==> config.mk <==
export PLATFORM = sky130hd
export DESIGN_NAME = rtt_window_statistics_core
export DESIGN_NICKNAME = d
export VERILOG_FILES = /design/src/rtl/core/rws_pkg.sv /design/src/rtl/core/rtt_window_statistics_core.sv
export SDC_FILE = /design/constraint.sdc
export NUM_CORES = 2
export LEC_CHECK = 0
export BUFFER_PORTS_ARGS = -buffer_cell sky130_fd_sc_hd__clkbuf_2
export CAP_MARGIN = 40
export CORE_ASPECT_RATIO = 0.9
export CORE_UTILIZATION = 64
export CTS_BUF_LIST = sky130_fd_sc_hd__clkbuf_4 sky130_fd_sc_hd__clkbuf_8
export DETAILED_ROUTE_END_ITERATION = 12
export PLACE_DENSITY_LB_ADDON = 0.12
export SETUP_SLACK_MARGIN = 0.2
export SLEW_MARGIN = 20
export SYNTH_ARGS = -nofsm -noshare
export SYNTH_HDL_FRONTEND = slang
export SYNTH_SLANG_ARGS = --single-unit
==> constraint.sdc <==
create_clock -name clk -period 12.26 [get_ports clk]
set_clock_uncertainty 0.15 [all_clocks]
set_input_delay 1.839 -clock clk [delete_from_list [all_inputs] [get_ports clk]]
set_output_delay 1.839 -clock clk [all_outputs]
set_load 0.02 [all_outputs]
==> src/rtl/core/rws_pkg.sv <==
`timescale 1ns / 1ps
package rws_pkg;
	localparam int SAMPLE_W = 28;
	localparam int HELD_W = 6;
	localparam int VAR_W = 56;
	localparam int ROOT_W = 28;
	localparam logic [SAMPLE_W-1:0] MIN_RESET = 28'd255999744;
endpackage

==> src/rtl/core/rtt_window_statistics_core.sv <==
`timescale 1ns / 1ps
// NW = clog2(WINDOW+1), SW = 28+NW, PW = 56+2*NW; once the window is full the evicted sample
// is also squared and taken out of the sums; no new sample is taken until the last one's result
// is registered, so a waiting result also holds off input;
// the shift-add multiplier, the restoring divider and the square root run one bit per cycle
// reset: min 999999 ms, max, count, sum and slot cleared; ring contents are undefined
// until written and only values from written slots are ever used
module rtt_window_statistics_core
	import rws_pkg::*;
#(
	parameter int WINDOW = 32
) (
	input  logic                clk,
	input  logic                arst_n,
	input  logic                in_valid,
	output logic                in_ready,
	input  logic [SAMPLE_W-1:0] rtt_sample,
	output logic                out_valid,
	input  logic                out_ready,
	output logic [SAMPLE_W-1:0] mean_rtt,
	output logic [SAMPLE_W-1:0] min_rtt,
	output logic [SAMPLE_W-1:0] max_rtt,
	output logic [SAMPLE_W-1:0] jitter_rtt,
	output logic [HELD_W-1:0]   samples_held
);
	localparam int NW = $clog2(WINDOW + 1);
	localparam int SLW = $clog2(WINDOW);
	localparam int SW = SAMPLE_W + NW;
	localparam int S2W = 2 * SAMPLE_W + NW;
	localparam int PW = 2 * SAMPLE_W + 2 * NW;
	localparam int NNW = 2 * NW;
	localparam int MCW = $clog2(SW + 1);
	localparam int DCW = $clog2(PW + 1);
	localparam int RCW = $clog2(ROOT_W + 1);
	localparam int RMW = ROOT_W + 4;

	typedef enum logic [2:0] {ST_IDLE, ST_READ, ST_MUL, ST_DIV, ST_SQRT, ST_DONE} state_t;
	typedef enum logic [2:0] {OP_SQ_NEW, OP_SQ_OLD, OP_N_S2, OP_S1_SQ, OP_NN} mul_op_t;
	typedef enum logic {DV_VAR, DV_MEAN} div_op_t;

	logic [SAMPLE_W-1:0] ring_mem [WINDOW];
	logic [SAMPLE_W-1:0] ring_rd_q;

	state_t  state_q;
	mul_op_t mul_op_q;
	div_op_t div_op_q;

	logic [SAMPLE_W-1:0] s_q, old_q, lowest_q, highest_q, mean_q;
	logic [SLW-1:0]      slot_q;
	logic [NW-1:0]       fill_q;
	logic [SW-1:0]       sum_q;
	logic [S2W-1:0]      s2_q;
	logic                was_full_q;
	logic [PW-1:0]       ns2_q, num_q;

	logic [PW-1:0]  mul_a_q, mul_p_q, mul_next;
	logic [SW-1:0]  mul_b_q;
	logic [MCW-1:0] mul_cnt_q;

	logic [PW-1:0]  div_dd_q, div_q_q, div_qn;
	logic [NNW-1:0] div_d_q, div_rem_q, div_rem_n;
	logic [NNW:0]   div_t;
	logic [DCW-1:0] div_cnt_q;
	logic           div_ge;

	logic [VAR_W-1:0]  sq_v_q;
	logic [RMW-1:0]    sq_rem_q, sq_t, sq_trial, sq_rem_n;
	logic [ROOT_W-1:0] sq_root_q, sq_root_n;
	logic [RCW-1:0]    sq_cnt_q;
	logic              sq_ge;

	logic                out_valid_q;
	logic [SAMPLE_W-1:0] mean_o_q, min_o_q, max_o_q, jit_o_q;
	logic [NW-1:0]       held_o_q;

	logic full;

	assign full = (fill_q == NW'(WINDOW));
	assign in_ready = (state_q == ST_IDLE);

	assign mul_next = mul_p_q + (mul_b_q[0] ? mul_a_q : '0);

	assign div_t = {div_rem_q, div_dd_q[PW-1]};
	assign div_ge = (div_t >= {1'b0, div_d_q});
	assign div_rem_n = div_ge ? NNW'(div_t - {1'b0, div_d_q}) : NNW'(div_t);
	assign div_qn = {div_q_q[PW-2:0], div_ge};

	assign sq_t = {sq_rem_q[RMW-3:0], sq_v_q[VAR_W-1 -: 2]};
	assign sq_trial = {2'b00, sq_root_q, 2'b01};
	assign sq_ge = (sq_t >= sq_trial);
	assign sq_rem_n = sq_ge ? (sq_t - sq_trial) : sq_t;
	assign sq_root_n = {sq_root_q[ROOT_W-2:0], sq_ge};

	// sample ring, one write or one registered read per cycle
	always_ff @(posedge clk) begin
		if (state_q == ST_IDLE && in_valid) begin
			ring_rd_q <= ring_mem[slot_q];
		end
		if (state_q == ST_READ) begin
			ring_mem[slot_q] <= s_q;
		end
	end

	always_ff @(posedge clk or negedge arst_n) begin
		if (!arst_n) begin
			state_q <= ST_IDLE;
			mul_op_q <= OP_SQ_NEW;
			div_op_q <= DV_VAR;
			slot_q <= '0;
			fill_q <= '0;
			sum_q <= '0;
			s2_q <= '0;
			lowest_q <= MIN_RESET;
			highest_q <= '0;
			out_valid_q <= 1'b0;
		end else begin
			if (out_valid_q && out_ready && state_q != ST_DONE) begin
				out_valid_q <= 1'b0;
			end
			unique case (state_q)
				ST_IDLE: begin
					if (in_valid) begin
						s_q <= rtt_sample;
						if (rtt_sample < lowest_q) lowest_q <= rtt_sample;
						if (rtt_sample > highest_q) highest_q <= rtt_sample;
						state_q <= ST_READ;
					end
				end
				ST_READ: begin
					old_q <= ring_rd_q;
					was_full_q <= full;
					if (full) begin
						sum_q <= sum_q - SW'(ring_rd_q) + SW'(s_q);
					end else begin
						sum_q <= sum_q + SW'(s_q);
						fill_q <= fill_q + 1'b1;
					end
					slot_q <= (slot_q == SLW'(WINDOW - 1)) ? '0 : slot_q + 1'b1;
					mul_a_q <= PW'(s_q);
					mul_b_q <= SW'(s_q);
					mul_p_q <= '0;
					mul_cnt_q <= MCW'(SW);
					mul_op_q <= OP_SQ_NEW;
					state_q <= ST_MUL;
				end
				ST_MUL: begin
					if (mul_cnt_q == MCW'(1)) begin
						mul_p_q <= '0;
						mul_cnt_q <= MCW'(SW);
						unique case (mul_op_q)
							OP_SQ_NEW: begin
								s2_q <= s2_q + S2W'(mul_next);
								if (was_full_q) begin
									mul_a_q <= PW'(old_q);
									mul_b_q <= SW'(old_q);
									mul_op_q <= OP_SQ_OLD;
								end else begin
									mul_a_q <= PW'(s2_q + S2W'(mul_next));
									mul_b_q <= SW'(fill_q);
									mul_op_q <= OP_N_S2;
								end
							end
							OP_SQ_OLD: begin
								s2_q <= s2_q - S2W'(mul_next);
								mul_a_q <= PW'(s2_q - S2W'(mul_next));
								mul_b_q <= SW'(fill_q);
								mul_op_q <= OP_N_S2;
							end
							OP_N_S2: begin
								ns2_q <= mul_next;
								mul_a_q <= PW'(sum_q);
								mul_b_q <= sum_q;
								mul_op_q <= OP_S1_SQ;
							end
							OP_S1_SQ: begin
								num_q <= ns2_q - mul_next;
								mul_a_q <= PW'(fill_q);
								mul_b_q <= SW'(fill_q);
								mul_op_q <= OP_NN;
							end
							OP_NN: begin
								div_dd_q <= num_q;
								div_d_q <= NNW'(mul_next);
								div_rem_q <= '0;
								div_q_q <= '0;
								div_cnt_q <= DCW'(PW);
								div_op_q <= DV_VAR;
								state_q <= ST_DIV;
							end
							default: state_q <= ST_IDLE;
						endcase
					end else begin
						mul_a_q <= mul_a_q << 1;
						mul_b_q <= mul_b_q >> 1;
						mul_p_q <= mul_next;
						mul_cnt_q <= mul_cnt_q - 1'b1;
					end
				end
				ST_DIV: begin
					if (div_cnt_q == DCW'(1)) begin
						unique case (div_op_q)
							DV_VAR: begin
								sq_v_q <= VAR_W'(div_qn);
								// mean: sum left-aligned so only its bits are shifted in
								div_dd_q <= PW'(sum_q) << (PW - SW);
								div_d_q <= NNW'(fill_q);
								div_rem_q <= '0;
								div_q_q <= '0;
								div_cnt_q <= DCW'(SW);
								div_op_q <= DV_MEAN;
							end
							DV_MEAN: begin
								mean_q <= SAMPLE_W'(div_qn);
								sq_rem_q <= '0;
								sq_root_q <= '0;
								sq_cnt_q <= RCW'(ROOT_W);
								state_q <= ST_SQRT;
							end
							default: state_q <= ST_IDLE;
						endcase
					end else begin
						div_dd_q <= div_dd_q << 1;
						div_rem_q <= div_rem_n;
						div_q_q <= div_qn;
						div_cnt_q <= div_cnt_q - 1'b1;
					end
				end
				ST_SQRT: begin
					sq_v_q <= sq_v_q << 2;
					sq_rem_q <= sq_rem_n;
					sq_root_q <= sq_root_n;
					sq_cnt_q <= sq_cnt_q - 1'b1;
					if (sq_cnt_q == RCW'(1)) begin
						state_q <= ST_DONE;
					end
				end
				ST_DONE: begin
					if (!out_valid_q || out_ready) begin
						out_valid_q <= 1'b1;
						mean_o_q <= mean_q;
						min_o_q <= lowest_q;
						max_o_q <= highest_q;
						jit_o_q <= sq_root_q;
						held_o_q <= fill_q;
						state_q <= ST_IDLE;
					end
				end
				default: state_q <= ST_IDLE;
			endcase
		end
	end

	assign out_valid = out_valid_q;
	assign mean_rtt = mean_o_q;
	assign min_rtt = min_o_q;
	assign max_rtt = max_o_q;
	assign jitter_rtt = jit_o_q;
	assign samples_held = HELD_W'(held_o_q);
endmodule

==> out/qor.csv <==
metric,value,unit
crit_fanout,68,
synth_cell_types,94,
routedWlPerCell,27.2,um
post_cts_resized,0,
synth-edff-count,1712,
drv_cap,0,
ys_top_cells_by_area,"edfxtp_1 53%, ha_1 6.4%, mux4_2 5.2%, dfrtp_1 4.1%, nand2_1 2.8%",
setup_viol,0,
place_ws,3210,ps
clkTransAtPathRegs,70,ps
synth_compound_area_share,13.5,%
ys_ff_latch,1883,
routed_wirelength,283,mm
clk_latency,1050,ps
grt_overflow_total,0,
fillCellCount,10200,
grt_max_degree,95,
synth_ff_type,edfxtp_1,
async_reset_ff_share,9.08,%
clockBufferDepth,4,
cts_buffers,312,
rsz0062_at_grt,no,
yosysWarnings,0,
switchingPower,0.0113,W
pin_count,152,
post_cts_buffers,0,
status,completed,
netlist.area_leader.share,53.1,%
synthCells,7886,
final_cell_mix,"1,712 x edfxtp_1, 725 x nand2_1, 535 x nor2_1",
htree_levels,5,
critPathSlowestCell,a21boi_1,
powerDensity,253,mW/mm^2
cts_hold_buf,0,
antenna_left,0,
start_util,64.4,%
synth_area,0.0968,mm^2
grt_pass1_wl,417,mm
fp.coreArea,0.150,mm^2
p_clk_share,20.6,%
die_area,0.153,mm^2
critical_path_class,reg -> reg,
area_delta_synth_final,10.5,%
swShare,41.7,%
max_freq,0.107,GHz
dp_hpwl,195,mm
die_h,371,um
fin_crit,9350,ps
critPathLaunchType,flop,
finalSetupTns,0,ps
syn_avg_cell_area,12.3,um^2
slew_headroom,35.9,%
cts_tree,done,
io_buffers,151,
fin_nets,8723,
track_usage,36.7,%
drive_above_1_share,14.5,%
synthAdderAreaFrac,7.10,%
synth_mux_area_share,6.07,%
p_comb_share,47.4,%
cp.arrival,10060,ps
antenna_found_initial,8,
drc,0,
firstDrtPassIters,7,
synth-seq-area-share,57.5,%
max_stage_delay,670,ps
seqPwrFrac,32.0,%
drtIter0Drc,8686,
synth_top_family_by_area,compound AO/OA/AOI/OAI gates,
die_w,412,um
worstSetupEndpointType,flop,
root_buffer,clkbuf_8,
synth-simple-area-share,9.59,%
place_congestion,0.977,
vias_per_cell,6.65,
routed-via-count,69000,
worst_slew_pin_slew,937,ps
synth_xor_area_share,3.10,%
power.internal,0.0158,W
final_common_cell,edfxtp_1,
hold_slack,266,ps
period_share,76.2,%
hold_class,reg -> reg,
setup_ws,2910,ps
grt_pass1_vias,66300,
synth_fp_nets,8445,
cellLeakagePower,41.2,nW
hold_viol,0,
synth_top_area_cell,edfxtp_1,
critPathRequiredTime,12970,ps
clock-sinks,1883,
peakVddDrop,157,uV
rows,135,
maxSlewViolCount,0,
-- layout make-up --
type / count / area, um^2 / share of cell area, %
sequential: 1883 / 55700 / 52.1
multi-input combinational: 5205 / 38500 / 36.0
clock buffer: 441 / 5420 / 5.07
tap: 1986 / 2480 / 2.32
timing repair buffer: 330 / 2420 / 2.26
inverter: 432 / 1620 / 1.52
clock inverter: 104 / 734 / 0.687
antenna: 5 / 12.5 / 0.0117
-- power by group through the flow --
stage	clock network, W	registers (W)	logic, W
after floorplan	0	0.00861	0.00877
after global placement	0	0.00878	0.0122
after detailed placement	0	0.00879	0.0124
after CTS	0.00564	0.00867	0.0125
after global routing	0.00589	0.00871	0.0138
final	0.00558	0.00867	0.0128
-- cells in the mapped netlist, types with 35 or more instances --
cell and n:
a21o_1 246, nand2_1 726, and3_1 102, o211ai_1 44, buf_1 49, xor2_1 110, nor2b_1 44, mux2i_1 47
ha_1 492, a221o_1 41, a211oi_1 58, and2_1 93, nor2_1 574, nor3_1 87, inv_1 431, nand3_1 126
o21ai_0 430, nand2b_1 60, xnor2_1 230, o21bai_1 98, o21a_1 45, clkbuf_1 308, mux4_2 224, edfxtp_1 1712
dfrtp_1 159, nand4_1 106, o22ai_1 38, a21oi_1 507, fa_1 35, a31oi_1 87, o31ai_1 39, a22oi_1 134
-- sequential cells by signal, summed over array words and instances, names as in the netlist, 30 cells and up --
| signal | cells |
|---|---|
| div_dd_q | 68 |
| sq_rem_q | 30 |
| mul_b_q | 34 |
| num_q | 68 |
| s2_q | 62 |
| mul_p_q | 68 |
| mul_a_q | 68 |
| div_q_q | 55 |
| ring_mem | 896 |
| sq_v_q | 56 |
| sum_q | 34 |
| ns2_q | 68 |
-- metrics by stage --
stage / utilization, % / power, W / std cells / area (um^2)
after floorplan: - / 0.0174 / 7886 / 96800
after global placement: 66.7 / 0.0209 / 9809 / 100000
after detailed placement: 66.9 / 0.0212 / 9825 / 101000
after CTS: 71.0 / 0.0268 / 10400 / 107000
after global routing: 71.1 / 0.0284 / 10400 / 107000
final: 71.1 / 0.0271 / 10400 / 107000
-- metal layers --
layer | global-route usage, % | up-vias | part of all wire, %
li1 | - | 30300 | -
met1 | 52.6 | 33900 | 41
met2 | 54.8 | 4161 | 44
met3 | 8.54 | 714 | 11
met4 | 13.9 | 4 | 4.1
met5 | 0.157 | - | 0.0096
-- logic make-up (layout without fill, tap and decap cells) --
kind of cell | Yosys count | in the layout
flops | 1883 | 1883
compound gates | 2008 | 2008
other cells | 0 | 5
xor+xnor | 341 | 341
mux | 303 | 303
buf+inv | 798 | 1307
simple gates | 2024 | 2024
fa+ha+maj | 529 | 529
-- worst max-delay path: cells and delay by family (launching register included) --
kind	cells	cell delay, ps
AO/OA/AOI/OAI	17	4400
AND/OR/NAND/NOR	6	1500
buffers and inverters	3	1120
XOR/XNOR	3	960
adder cells (fa/ha/maj)	2	660
flip-flops	1	330
multiplexers	1	80
-- worst paths after layout --
kind                       startpoint      endpoint  slack, ps  cells past startpoint
max                        mul_b_q[0]      s2_q[61]       2910                     32
min                        mean_q[24]  mean_rtt[24]        270                      0
max reg2reg                mul_b_q[0]      s2_q[61]       2910                     32
min reg2reg                mean_q[24]  mean_rtt[24]        270                      0
max in group asynchronous      arst_n  lowest_q[22]       8850                      5
min in group asynchronous      arst_n      s2_q[45]        670                      1
(Power assumes the default switching activity.)
